`src/rtl/fvws_pkg.sv`:
```
`timescale 1ns / 1ps
// Shared types, constants and the quarter-wave sine table of the wavetable synthesizer.
package fvws_pkg;

    localparam int TABLE_SIZE    = 1000;
    localparam int FRACTION_BITS = 16;
    localparam int QUARTER       = TABLE_SIZE / 4;

    localparam int STEP_W     = 26;
    localparam int VOL_W      = 12;
    localparam int SAMPLE_W   = 12;
    localparam int CFG_IDX_W  = 3;
    localparam int CFG_DATA_W = 26;

    localparam longint LIMIT_L = longint'(TABLE_SIZE) << FRACTION_BITS;
    localparam int PH_W  = $clog2(LIMIT_L);
    localparam int IDX_W = PH_W - FRACTION_BITS;
    localparam int J_W   = $clog2(QUARTER + 1);

    localparam int AMP_W      = 15;
    localparam int MAX_VOICES = 8;
    localparam int SUM_W      = AMP_W + 1 + $clog2(MAX_VOICES);
    localparam int STEP_REGS  = 4;

    localparam int VOLUME_SHIFT = 16;
    localparam int OUT_OFFSET   = 2048;
    localparam int OUT_MAX      = 4095;

    localparam logic [CFG_IDX_W-1:0] REG_STEP_A = 3'd0;
    localparam logic [CFG_IDX_W-1:0] REG_STEP_B = 3'd1;
    localparam logic [CFG_IDX_W-1:0] REG_STEP_C = 3'd2;
    localparam logic [CFG_IDX_W-1:0] REG_STEP_D = 3'd3;
    localparam logic [CFG_IDX_W-1:0] REG_VOLUME = 3'd4;

    localparam logic [VOL_W-1:0] VOLUME_RESET = 12'd2048;

    typedef logic [0:QUARTER][AMP_W-1:0] t_qtab;

    typedef struct packed {
        logic                    valid;
        logic signed [SUM_W-1:0] sum;
    } t_token;

    typedef struct packed {
        logic              wr;
        logic [STEP_W-1:0] data;
    } t_step_wr;

    // Magnitudes of 32767*sin over one quarter turn, entry j at angle (pi/2)*4j/TABLE_SIZE.
    // Fixed-point Taylor series in Q30, evaluated at elaboration only.
    function automatic t_qtab qsin_build();
        t_qtab       tab;
        logic [63:0] r;
        logic [63:0] x;
        logic [63:0] x2;
        logic [63:0] term;
        logic [63:0] acc;
        logic [63:0] mag;
        int          j;
        for (j = 0; j <= QUARTER; j++) begin
            r = 64'(4 * j);
            if (r == 64'd0) begin
                mag = 64'd0;
            end else if (r >= 64'(TABLE_SIZE)) begin
                mag = 64'd32767;
            end else begin
                x    = (64'd1686629713 * r) / TABLE_SIZE;
                x2   = (x * x) >> 30;
                acc  = x;
                term = x;
                term = ((term * x2) >> 30) / 64'd6;   acc = acc - term;
                term = ((term * x2) >> 30) / 64'd20;  acc = acc + term;
                term = ((term * x2) >> 30) / 64'd42;  acc = acc - term;
                term = ((term * x2) >> 30) / 64'd72;  acc = acc + term;
                term = ((term * x2) >> 30) / 64'd110; acc = acc - term;
                term = ((term * x2) >> 30) / 64'd156; acc = acc + term;
                term = ((term * x2) >> 30) / 64'd210; acc = acc - term;
                term = ((term * x2) >> 30) / 64'd272; acc = acc + term;
                term = ((term * x2) >> 30) / 64'd342; acc = acc - term;
                mag  = (64'd32767 * acc) >> 30;
                if (mag > 64'd32767) begin
                    mag = 64'd32767;
                end
            end
            tab[j] = mag[AMP_W-1:0];
        end
        return tab;
    endfunction

    localparam t_qtab QSIN = qsin_build();

endpackage

```
`src/rtl/fvws_cell.sv`:
```
`timescale 1ns / 1ps
// One voice cell: phase accumulator, sine lookup and add onto the passing partial sum.
module fvws_cell
    import fvws_pkg::*;
(
    input  logic     i_clk,
    input  logic     i_rst_n,
    input  t_step_wr i_step_wr,
    input  t_token   i_token,
    output t_token   o_token
);

    localparam logic [PH_W:0]    LIMIT_X = (PH_W + 1)'(LIMIT_L);
    localparam logic [IDX_W-1:0] Q1      = IDX_W'(QUARTER);
    localparam logic [IDX_W-1:0] Q2      = IDX_W'(2 * QUARTER);
    localparam logic [IDX_W-1:0] Q3      = IDX_W'(3 * QUARTER);
    localparam logic [J_W-1:0]   QJ      = J_W'(QUARTER);

    logic [PH_W-1:0] r_step;
    logic [PH_W-1:0] r_phase;
    logic [PH_W-1:0] n_step;
    logic [PH_W-1:0] n_phase;
    logic [PH_W:0]   w_step_ext;
    logic [PH_W:0]   w_phase_sum;

    logic                    r_valid_a;
    logic signed [SUM_W-1:0] r_sum_a;

    logic                    r_valid_b;
    logic signed [SUM_W-1:0] r_sum_b;
    logic [J_W-1:0]          r_j;
    logic                    r_neg;
    logic [IDX_W-1:0]        w_idx;
    logic [IDX_W-1:0]        w_off;
    logic [J_W-1:0]          n_j;
    logic                    n_neg;
    logic                    w_mirror;

    logic                    r_valid_c;
    logic signed [SUM_W-1:0] r_sum_c;
    logic [SUM_W-1:0]        w_val;
    logic signed [SUM_W-1:0] n_sum;

    // A step at or above the wrap limit is folded once, so that phase plus step
    // never reaches twice the limit.
    always_comb begin
        w_step_ext = (PH_W + 1)'(i_step_wr.data);
        if (w_step_ext >= LIMIT_X) begin
            n_step = PH_W'(w_step_ext - LIMIT_X);
        end else begin
            n_step = PH_W'(w_step_ext);
        end
        w_phase_sum = {1'b0, r_phase} + {1'b0, r_step};
        if (w_phase_sum >= LIMIT_X) begin
            n_phase = PH_W'(w_phase_sum - LIMIT_X);
        end else begin
            n_phase = PH_W'(w_phase_sum);
        end
    end

    always_ff @(posedge i_clk) begin
        if (!i_rst_n) begin
            r_step    <= '0;
            r_phase   <= '0;
            r_valid_a <= 1'b0;
        end else begin
            r_valid_a <= i_token.valid;
            if (i_step_wr.wr) begin
                r_step <= n_step;
                if (i_step_wr.data == '0) begin
                    r_phase <= '0;
                end
            end else if (i_token.valid) begin
                r_phase <= n_phase;
            end
        end
    end

    always_ff @(posedge i_clk) begin
        r_sum_a <= i_token.sum;
    end

    // Fold the table index into the first quarter; odd quarters run backward,
    // the second half of the turn is negative.
    always_comb begin
        w_idx = r_phase[PH_W-1 -: IDX_W];
        if (w_idx >= Q3) begin
            w_off    = w_idx - Q3;
            w_mirror = 1'b1;
            n_neg    = 1'b1;
        end else if (w_idx >= Q2) begin
            w_off    = w_idx - Q2;
            w_mirror = 1'b0;
            n_neg    = 1'b1;
        end else if (w_idx >= Q1) begin
            w_off    = w_idx - Q1;
            w_mirror = 1'b1;
            n_neg    = 1'b0;
        end else begin
            w_off    = w_idx;
            w_mirror = 1'b0;
            n_neg    = 1'b0;
        end
        if (w_mirror) begin
            n_j = QJ - J_W'(w_off);
        end else begin
            n_j = J_W'(w_off);
        end
    end

    always_ff @(posedge i_clk) begin
        if (!i_rst_n) begin
            r_valid_b <= 1'b0;
        end else begin
            r_valid_b <= r_valid_a;
        end
    end

    always_ff @(posedge i_clk) begin
        r_sum_b <= r_sum_a;
        r_j     <= n_j;
        r_neg   <= n_neg;
    end

    always_comb begin
        w_val = SUM_W'(QSIN[r_j]);
        if (r_neg) begin
            n_sum = r_sum_b - $signed(w_val);
        end else begin
            n_sum = r_sum_b + $signed(w_val);
        end
    end

    always_ff @(posedge i_clk) begin
        if (!i_rst_n) begin
            r_valid_c <= 1'b0;
        end else begin
            r_valid_c <= r_valid_b;
        end
    end

    always_ff @(posedge i_clk) begin
        r_sum_c <= n_sum;
    end

    assign o_token.valid = r_valid_c;
    assign o_token.sum   = r_sum_c;

endmodule

```
`src/rtl/fvws_mix.sv`:
```
`timescale 1ns / 1ps
// Output mixer: volume multiply, floor shift, offset and saturation to 0..4095.
module fvws_mix
    import fvws_pkg::*;
(
    input  logic                i_clk,
    input  logic                i_rst_n,
    input  t_token              i_token,
    input  logic [VOL_W-1:0]    i_volume,
    output logic                o_valid,
    output logic [SAMPLE_W-1:0] o_sample
);

    localparam int PROD_W  = SUM_W + VOL_W + 1;
    localparam int SHIFT_W = PROD_W - VOLUME_SHIFT;

    logic                     r_valid_p;
    logic signed [PROD_W-1:0] r_prod;
    logic signed [PROD_W-1:0] n_prod;

    logic [SHIFT_W-1:0]  w_shifted;
    logic [SHIFT_W:0]    w_biased;
    logic [SAMPLE_W-1:0] n_sample;
    logic                r_valid;
    logic [SAMPLE_W-1:0] r_sample;

    assign n_prod = i_token.sum * $signed({1'b0, i_volume});

    always_ff @(posedge i_clk) begin
        if (!i_rst_n) begin
            r_valid_p <= 1'b0;
        end else begin
            r_valid_p <= i_token.valid;
        end
    end

    always_ff @(posedge i_clk) begin
        r_prod <= n_prod;
    end

    // Dropping the low bits of a two's complement product is a floor division.
    always_comb begin
        w_shifted = r_prod[PROD_W-1:VOLUME_SHIFT];
        w_biased  = {w_shifted[SHIFT_W-1], w_shifted} + (SHIFT_W + 1)'(OUT_OFFSET);
        if (w_biased[SHIFT_W]) begin
            n_sample = '0;
        end else if (w_biased[SHIFT_W-1:0] > SHIFT_W'(OUT_MAX)) begin
            n_sample = SAMPLE_W'(OUT_MAX);
        end else begin
            n_sample = w_biased[SAMPLE_W-1:0];
        end
    end

    always_ff @(posedge i_clk) begin
        if (!i_rst_n) begin
            r_valid <= 1'b0;
        end else begin
            r_valid <= r_valid_p;
        end
    end

    always_ff @(posedge i_clk) begin
        r_sample <= n_sample;
    end

    assign o_valid  = r_valid;
    assign o_sample = r_sample;

endmodule

```
`src/rtl/fvws_fifo.sv`:
```
`timescale 1ns / 1ps
// Result queue that holds finished samples until the consumer takes them.
module fvws_fifo
    import fvws_pkg::*;
#(
    parameter int DEPTH = 16
) (
    input  logic                i_clk,
    input  logic                i_rst_n,
    input  logic                i_wr_en,
    input  logic [SAMPLE_W-1:0] i_wr_data,
    input  logic                i_rd_en,
    output logic                o_valid,
    output logic [SAMPLE_W-1:0] o_rd_data
);

    localparam int PTR_W = $clog2(DEPTH);
    localparam int CNT_W = $clog2(DEPTH + 1);
    localparam logic [PTR_W-1:0] LAST = PTR_W'(DEPTH - 1);

    logic [SAMPLE_W-1:0] r_mem [0:DEPTH-1];
    logic [PTR_W-1:0]    r_wr_ptr;
    logic [PTR_W-1:0]    r_rd_ptr;
    logic [CNT_W-1:0]    r_count;
    logic                w_pop;

    assign w_pop = i_rd_en && (r_count != '0);

    always_ff @(posedge i_clk) begin
        if (!i_rst_n) begin
            r_wr_ptr <= '0;
            r_rd_ptr <= '0;
            r_count  <= '0;
        end else begin
            if (i_wr_en) begin
                r_wr_ptr <= (r_wr_ptr == LAST) ? '0 : r_wr_ptr + 1'b1;
            end
            if (w_pop) begin
                r_rd_ptr <= (r_rd_ptr == LAST) ? '0 : r_rd_ptr + 1'b1;
            end
            if (i_wr_en && !w_pop) begin
                r_count <= r_count + 1'b1;
            end else if (!i_wr_en && w_pop) begin
                r_count <= r_count - 1'b1;
            end
        end
    end

    always_ff @(posedge i_clk) begin
        if (i_wr_en) begin
            r_mem[r_wr_ptr] <= i_wr_data;
        end
    end

    assign o_valid   = (r_count != '0);
    assign o_rd_data = r_mem[r_rd_ptr];

endmodule

```
`src/rtl/four_voice_wavetable_synth.sv`:
```
`timescale 1ns / 1ps
// Four-voice wavetable synthesizer: a tick item runs down a chain of voice cells, then the mixer.
// A tick item passes the phase, index and sum registers of each voice cell, the product and
// sample registers of the mixer and the result queue before its sample can be taken.
// Throughput: one item per cycle; the result queue of 3*VOICE_COUNT+4 entries lets the input run
// on while samples wait, and input stalls only when that many samples are pending or in flight.
// Reset clears all phases and steps and sets the volume to 2048.
module four_voice_wavetable_synth
    import fvws_pkg::*;
#(
    parameter int VOICE_COUNT = 4
) (
    input  logic                  i_clk,
    input  logic                  i_rst_n,
    input  logic                  i_valid,
    output logic                  o_stall,
    input  logic                  i_tick,
    output logic                  o_valid,
    input  logic                  i_stall,
    output logic [SAMPLE_W-1:0]   o_dac_sample,
    input  logic                  i_cfg_wr_en,
    input  logic [CFG_IDX_W-1:0]  i_cfg_index,
    input  logic [CFG_DATA_W-1:0] i_cfg_data
);

    localparam int QDEPTH = 3 * VOICE_COUNT + 4;
    localparam int CNT_W  = $clog2(QDEPTH + 1);

    logic [VOL_W-1:0]    r_volume;
    logic [CNT_W-1:0]    r_pending;
    logic                w_launch;
    logic                w_pop;
    t_token              w_token [0:VOICE_COUNT];
    logic                w_mix_valid;
    logic [SAMPLE_W-1:0] w_mix_sample;

    // Every launched sample holds a queue slot from acceptance until it is taken,
    // so the pipeline itself never has to stop.
    assign o_stall  = (r_pending == CNT_W'(QDEPTH));
    assign w_launch = i_valid && !o_stall && i_tick;
    assign w_pop    = o_valid && !i_stall;

    always_ff @(posedge i_clk) begin
        if (!i_rst_n) begin
            r_volume  <= VOLUME_RESET;
            r_pending <= '0;
        end else begin
            if (i_cfg_wr_en && (i_cfg_index == REG_VOLUME)) begin
                r_volume <= i_cfg_data[VOL_W-1:0];
            end
            if (w_launch && !w_pop) begin
                r_pending <= r_pending + 1'b1;
            end else if (!w_launch && w_pop) begin
                r_pending <= r_pending - 1'b1;
            end
        end
    end

    assign w_token[0].valid = w_launch;
    assign w_token[0].sum   = '0;

    for (genvar v = 0; v < VOICE_COUNT; v++) begin : g_voice
        t_step_wr w_step_wr;
        // Voices past the fourth have no step register and stay silent.
        if (v < STEP_REGS) begin : g_reg
            assign w_step_wr.wr =
                i_cfg_wr_en && (i_cfg_index == REG_STEP_A + CFG_IDX_W'(v));
        end else begin : g_none
            assign w_step_wr.wr = 1'b0;
        end
        assign w_step_wr.data = i_cfg_data[STEP_W-1:0];

        fvws_cell u_cell (
            .i_clk     (i_clk),
            .i_rst_n   (i_rst_n),
            .i_step_wr (w_step_wr),
            .i_token   (w_token[v]),
            .o_token   (w_token[v+1])
        );
    end

    fvws_mix u_mix (
        .i_clk    (i_clk),
        .i_rst_n  (i_rst_n),
        .i_token  (w_token[VOICE_COUNT]),
        .i_volume (r_volume),
        .o_valid  (w_mix_valid),
        .o_sample (w_mix_sample)
    );

    fvws_fifo #(
        .DEPTH (QDEPTH)
    ) u_queue (
        .i_clk     (i_clk),
        .i_rst_n   (i_rst_n),
        .i_wr_en   (w_mix_valid),
        .i_wr_data (w_mix_sample),
        .i_rd_en   (w_pop),
        .o_valid   (o_valid),
        .o_rd_data (o_dac_sample)
    );

endmodule
```
`config.mk`:
```
export PLATFORM = sky130hd
export DESIGN_NAME = four_voice_wavetable_synth
export DESIGN_NICKNAME = d
export VERILOG_FILES = /design/src/rtl/fvws_pkg.sv /design/src/rtl/fvws_cell.sv /design/src/rtl/fvws_mix.sv /design/src/rtl/fvws_fifo.sv /design/src/rtl/four_voice_wavetable_synth.sv
export SDC_FILE = /design/constraint.sdc
export NUM_CORES = 2
export LEC_CHECK = 0
export BUFFER_PORTS_ARGS = -buffer_cell sky130_fd_sc_hd__buf_4
export CAP_MARGIN = 20
export CORE_ASPECT_RATIO = 0.9
export CORE_MARGIN = 5
export CORE_UTILIZATION = 38
export CTS_BUF_LIST = sky130_fd_sc_hd__clkbuf_4 sky130_fd_sc_hd__clkbuf_8 sky130_fd_sc_hd__clkbuf_16
export DETAILED_ROUTE_END_ITERATION = 10
export PLACE_DENSITY = 0.5
export SLEW_MARGIN = 20
export SYNTH_ARGS = -nofsm -noshare
export SYNTH_HDL_FRONTEND = slang
export SYNTH_SLANG_ARGS = --single-unit
export TNS_END_PERCENT = 1
```
`constraint.sdc`:
```
create_clock -name i_clk -period 8.72 [get_ports i_clk]
set_input_delay 1.308 -clock i_clk [delete_from_list [all_inputs] [get_ports i_clk]]
set_output_delay 1.308 -clock i_clk [all_outputs]
set_load 0.01 [all_outputs]
```
# Word-level counts from Yosys, hierarchy flattened
# Memory sizes are Yosys's and may differ from the RTL's. A register that Yosys moved wholly into a read port is not among the register bits.
# Index checks and enable logic that the tools add are counted.
# totals
output_inout_bits	14
in_bits	35
mem_bits_ro	15360
n_memories	5
word_cells	231
ram_bits	192
ff_bits	513
# classes
n_reduce_logical	32
n_addsub	39
multipliers	1
bitwise_logic	4
n_eq_ne	11
order_cmp	22
n_mux	69
# memory_table
memory	depth	width	rd	rd_clocked_by_memory_dff	wr	line	rtl
(no name shown)	256	15	1	0	0	fvws_cell.sv:126	w_val = SUM_W'(QSIN[r_j]);
(no name shown)	256	15	1	0	0	fvws_cell.sv:126	
(no name shown)	256	15	1	0	0	fvws_cell.sv:126	
(no name shown)	256	15	1	0	0	fvws_cell.sv:126	
u_queue.r_mem	16	12	1	1	1	fvws_fifo.sv:21	logic [SAMPLE_W-1:0] r_mem [0:DEPTH-1];
# op_table
op	n
$mux W26	14
$mux W15	9
$sub A26 B26 Y26 const B	5
$mux W8	16
$add A26 B26 Y27	4
$ge A27 B26 Y1 const B	4
$sub A8 B8 Y8 const B	12
$mux W19	3
$ge A10 B10 Y1 const B	4
$ge A10 B8 Y1 const B	4
$ge A10 B9 Y1 const B	4
$add A19 B16 Y19	2
$sub A19 B16 Y19	2
$ge A9 B9 Y1 const B	4
$not A8 Y9	4
$mul A19 B13 Y32	1
$sub A8 B8 Y8 const A	4
$ge A26 B26 Y1 const B	1
$logic_not A26 Y1	1
$mux W5	4
$mux W1	18
$add A16 B13 Y17 const B	1
$add A16 B16 Y17	1
$sub A16 B16 Y17	1
other kinds (19)	55

# Longest topological paths before layout
# depth
depth_word	8
ltp_mapped	28
ltp_nobuf	26

# Cells and area by module
# From an unflattened synthesis, not the netlist that was laid out.
# hier_totals
hier_cells	7010
hier_area_um2	61006.0
# by_module_without_submodules
mod	seq_area_each_um2	instances	cells_per_inst	area_each_um2
fvws_cell (g_voice[3].u_cell)	2422.3	1	1384	10889.2
fvws_cell (g_voice[0].u_cell)	2422.3	1	1392	10855.4
fvws_cell (g_voice[1].u_cell)	2422.3	1	1358	10696.5
fvws_cell (g_voice[2].u_cell)	2422.3	1	1359	10528.8
fvws_mix	600.6	1	1012	9014.9
fvws_fifo	6105.9	1	405	8171.6
four_voice_wavetable_synth	340.3	1	100	849.6

# Worst setup path before layout
# OpenSTA, ideal clock, no wires.
# synth_timing
kind	flip-flop to flip-flop
start	reg r_volume[1]
end	reg u_mix.r_prod[30]
period_less_slack_ns	5.631
setup_ns	0.072
path_buffers	1
setup_slack_ns	3.089
path_stages_with_launch	22
required_time_ns	8.648
arrival_ns	5.559
cell_sequence	dfxtp_1 clkbuf_1 and2_1 fa_1 inv_1 fa_1 inv_1 fa_1 fa_1 inv_1 fa_1 inv_1 ha_1 o21a_1 o2111ai_1 or4_1 a2111oi_4 nand4_1 a211oi_1 nor3_1 o21bai_1 xor2_1
# synth_between
elab_chain_len	1
# synth_rtl
element	line	rtl
from (decl)	four_voice_wavetable_synth.sv:29	logic [VOL_W-1:0] r_volume;
from (signal assigned)	four_voice_wavetable_synth.sv:49	r_volume <= i_cfg_data[VOL_W-1:0];
$mul A19 B13 Y32	fvws_mix.sv:27	assign n_prod = i_token.sum * $signed({1'b0, i_volume});
net u_mix.n_prod[30]	fvws_mix.sv:19	logic signed [PROD_W-1:0] n_prod;
to (signal assigned)	fvws_mix.sv:38	r_prod <= n_prod;
to (decl)	fvws_mix.sv:18	logic signed [PROD_W-1:0] r_prod;
# The timed path passes the listed nets, and every way through them passes these cells.
# A chain may end at the register's enable or synchronous reset.

# Worst setup path after layout
# layout_timing
start	reg g_voice[2].u_cell.r_j[0]
end	reg g_voice[2].u_cell.r_sum_c[18]
# layout_between
elab_chain_len	6
elab_cells_between_ends	7
cone_classes	add/sub (2); mux (3); bitwise (1); memory (1)
# layout_rtl
element	line	rtl
from (decl)	fvws_cell.sv:31	logic [J_W-1:0] r_j;
from (signal assigned)	fvws_cell.sv:121	r_j <= n_j;
$not A8 Y9 (implied by the code) *	fvws_cell.sv:126	
$mem_v2 Z256 W15 *	n/a	
$mux W15 (implied by the code) * (2 in a row)	fvws_cell.sv:126	
$add A19 B16 Y19 / $sub A19 B16 Y19 (equally long branches)	fvws_cell.sv:130, fvws_cell.sv:128	
$mux W19 *	fvws_cell.sv:127	if (r_neg) begin
net g_voice[2].u_cell.n_sum[18]	fvws_cell.sv:42	logic signed [SUM_W-1:0] n_sum;
to (signal assigned)	fvws_cell.sv:143	r_sum_c <= n_sum;
to (decl)	fvws_cell.sv:40	logic signed [SUM_W-1:0] r_sum_c;
# The timed path passes the listed nets; every way through them passes the cells marked *. The select of a mux whose other input is x is not followed.

==> flow_summary.ini <==
[logic_synthesis]
synth_seq_area_share = 0.271
synth_area_um2 = 57900
ys_ff_latch = 687
ys_warn_count = 0
synth_xor_area_frac = 0.0394
async_flop_share = 0
synthSimpleGateAreaFrac = 0.185
synth_cells = 6808
synthFlopType = dfxtp_1
synth_top_family_by_area = compound AO/OA/AOI/OAI gates
muxShareOfSynthArea = 0.0558
synth_edf_count = 192
synthAdderAreaFrac = 0.158
synth-compound-area-share = 0.225
syn_nets = 7444
synth_cell_types = 136
avgSynthCellArea_um2 = 8.50

[critical_path]
crit_chain = inv_1 -> ha_1 -> nor2_1 -> nor2_1 -> a21oi_1 -> mux4_2 -> nand2b_1 -> a32oi_1 -> and3_1 -> nand2_1 -> o41ai_2 -> xnor2_1 -> ha_1 -> and3_1 -> a211o_1 -> a31oi_1 -> nor2b_1 -> o21a_1 -> o41ai_1 -> xnor2_1
crit_slowest_cell = ha_1
crit_path_start_kind = register
critPathMaxFanout = 21
critical_path_arrival_ns = 7.52
crit_type = reg -> reg
required_ns = 9.27
slowest_delay_ns = 0.95
cp-end-kind = register

[power]
switching_share = 0.330
p_int_mw = 7.28
power.leakage_nw = 24.2
p_seq_frac = 0.402
p_per_area_nw_per_um2 = 175
pwr-share-comb = 0.258
vdd_drop_max_uv = 152
clock_power_share = 0.340
p_sw_mw = 3.59

[clocking]
post_cts_buffers = 0
cts.clk_slew.worst_paths_ns = 0.06
numCtsBuffers = 82
cts_max_path_buffers = 3
post_cts_resized = 0
cts_sinks = 687
cts-htree-levels = 3
cts_root_buf = clkbuf_16
clkLatencyLatePin_ns = 0.70
cts_tree = built
postCtsHoldBufs = 0

[floorplan]
die-area_um2 = 160000
die_y_um = 380
ioPinCount = 49
start_util = 0.383
rows = 135
die_width_um = 421
fp.coreArea_um2 = 151000

[sta]
slew_headroom = 0.296
setup_viol = 0
min_period_ns = 6.98
rsz0062_at_grt = false
setup_ws_ns = 1.74
finalClockSkew_ns = 0.0388
slew_viol_final = 0
period_share = 0.800
fin_setup_tns_ns = 0
fmax_mhz = 143
worst_pin_slew_ns = 1.05
hold_viol = 0

[finish]
area_delta_synth_final_pct = 7.63
drive_above_1_share = 0.0861
design_area_um2 = 62300
final_cell_mix = nand2_1, nor2_1, a21oi_1
final_common_cell = nand2_1
layout.nets = 7186

[routing]
drt_pass1_iterations = 6
routed.top_layer = met5
drt_iter0_drc = 5428
met1_length_um = 94700
dr_wl_met3_um = 14500
ant_nets = 0
drc = 0
wl_met2_um = 83900
vias_per_cell = 5.98
vias = 51400
finalWirelength_um = 198000
wl_per_cell_um = 23.0

[global_route]
grt_pass1_wl_um = 304000
antenna_found_initial = 3
grt_usage = 0.238
grt_max_degree = 147
grt_pass1_vias = 49000
gr-total-overflow = 0

[placed_design]
placed_cell_area_um2 = 59300
gp_congestion = 0.968
dp_slack_ns = 1.96
numPortBuffers = 48
dp_hpwl_um = 141000

[job]
cap_viol_max_count = 0

[worst_hold_path]
hp-class = reg -> reg

[outcome]
outcome = complete, no violations
-- registers in the layout, summed over array words and instances (netlist names), 5 cells and up, named ones only --
signal and count:
g_voice.u_cell.r_j 32, g_voice.u_cell.r_phase 104, r_pending 5, g_voice.u_cell.r_step 104, u_mix.o_sample 12, u_queue.r_mem 192, r_volume 12, g_voice.u_cell.r_sum_a 52
u_mix.r_prod 16, g_voice.u_cell.r_sum_b 52, u_queue.r_count 5, g_voice.u_cell.r_sum_c 71
-- power by group through the flow --
stage / registers [mW] / clock network (mW) / logic (mW)
after floorplan: 4.08 / 0 / 2.21
after global placement: 4.43 / 0 / 2.79
after global routing: 4.44 / 3.93 / 3.18
after detailed placement: 4.44 / 0 / 2.80
after CTS: 4.38 / 3.80 / 2.83
final: 4.37 / 3.70 / 2.80
-- through the flow --
step	utilization	instances	power, mW	hold slack, ns
final	0.412	8607	10.9	0.312
after global routing	0.412	8606	11.6	0.328
after CTS	0.412	8606	11.0	0.326
after detailed placement	0.393	8452	7.24	0.312
after global placement	0.393	8452	7.22	0.311
after floorplan	-	6808	6.30	0.310
-- worst paths after layout --
path	depth (start not counted)	from	slack, ns	to
worst max-delay path	20	g_voice[2].u_cell.r_j[0]	1.74	g_voice[2].u_cell.r_sum_c[18]
worst min-delay path	0	g_voice[2].u_cell.r_sum_c[12]	0.31	g_voice[3].u_cell.r_sum_a[12]
worst max register to register	20	g_voice[2].u_cell.r_j[0]	1.74	g_voice[2].u_cell.r_sum_c[18]
worst min register to register	0	g_voice[2].u_cell.r_sum_c[12]	0.31	g_voice[3].u_cell.r_sum_a[12]
-- logic make-up (layout without fill, tap and decap cells) --
kind of cell    after synthesis  count (layout)
buf+inv                     908             720
simple gates               2246            2246
flops                       687             687
mux                         173             173
xor+xnor                    258             258
other cells                   0               1
fa+ha+maj                   601             601
compound gates             1935            1935
-- synthesized netlist by cell type, drive strengths merged, types with 22 or more instances --
cell	count	share of area
clkbuf	271	0.018
o22ai	40	0.0043
nand2	740	0.048
a211o	24	0.0037
a31oi	91	0.0099
or2	41	0.0044
nand3	125	0.011
o31ai	57	0.0080
o21a	70	0.0092
inv	422	0.027
nor2b	108	0.012
a211oi	104	0.014
a21boi	25	0.0032
nor2	542	0.035
buf	209	0.020
o21ai	364	0.032
xor2	102	0.016
o211ai	69	0.0090
nor3	189	0.017
or3	32	0.0035
nand2b	97	0.010
nand4	32	0.0035
o221ai	27	0.0041
and2	184	0.020
a22oi	68	0.0089
edfxtp	192	0.10
a21oi	521	0.045
o311ai	53	0.0080
a311oi	55	0.0084
mux4	116	0.045
a2111oi	22	0.0039
a221oi	30	0.0046
and3	34	0.0037
fa	219	0.076
dfxtp	495	0.17
nor4	36	0.0043
o21bai	29	0.0038
xnor2	156	0.024
mux2i	45	0.0082
ha	382	0.083
a21o	73	0.0095
-- area by class of cell --
class	count	area, um2
fill	15300	88700
multi-input combinational	5213	38400
sequential	687	15700
tap	1986	2480
clock buffer	108	2380
inverter	428	1610
timing repair buffer	138	1050
clock inverter	46	617
antenna	1	2.50
-- routing by layer --
layer | vias to the layer above | global-route usage
li1 | 24000 | -
met2 | 2123 | 0.353
met1 | 25000 | 0.357
met5 | - | 0
met4 | 2 | 0.0664
met3 | 358 | 0.0363
-- worst max-delay path, delay by kind of cell (launching register included) --
family	cells	cell delay, ns
flip-flops	1	0.86
adder cells (fa/ha/maj)	2	1.34
multiplexers	1	0.46
XOR/XNOR	2	0.23
buffers and inverters	1	0.33
AO/OA/AOI/OAI	7	2.05
AND/OR/NAND/NOR	7	1.55
Power figures use the tool's default switching activity.
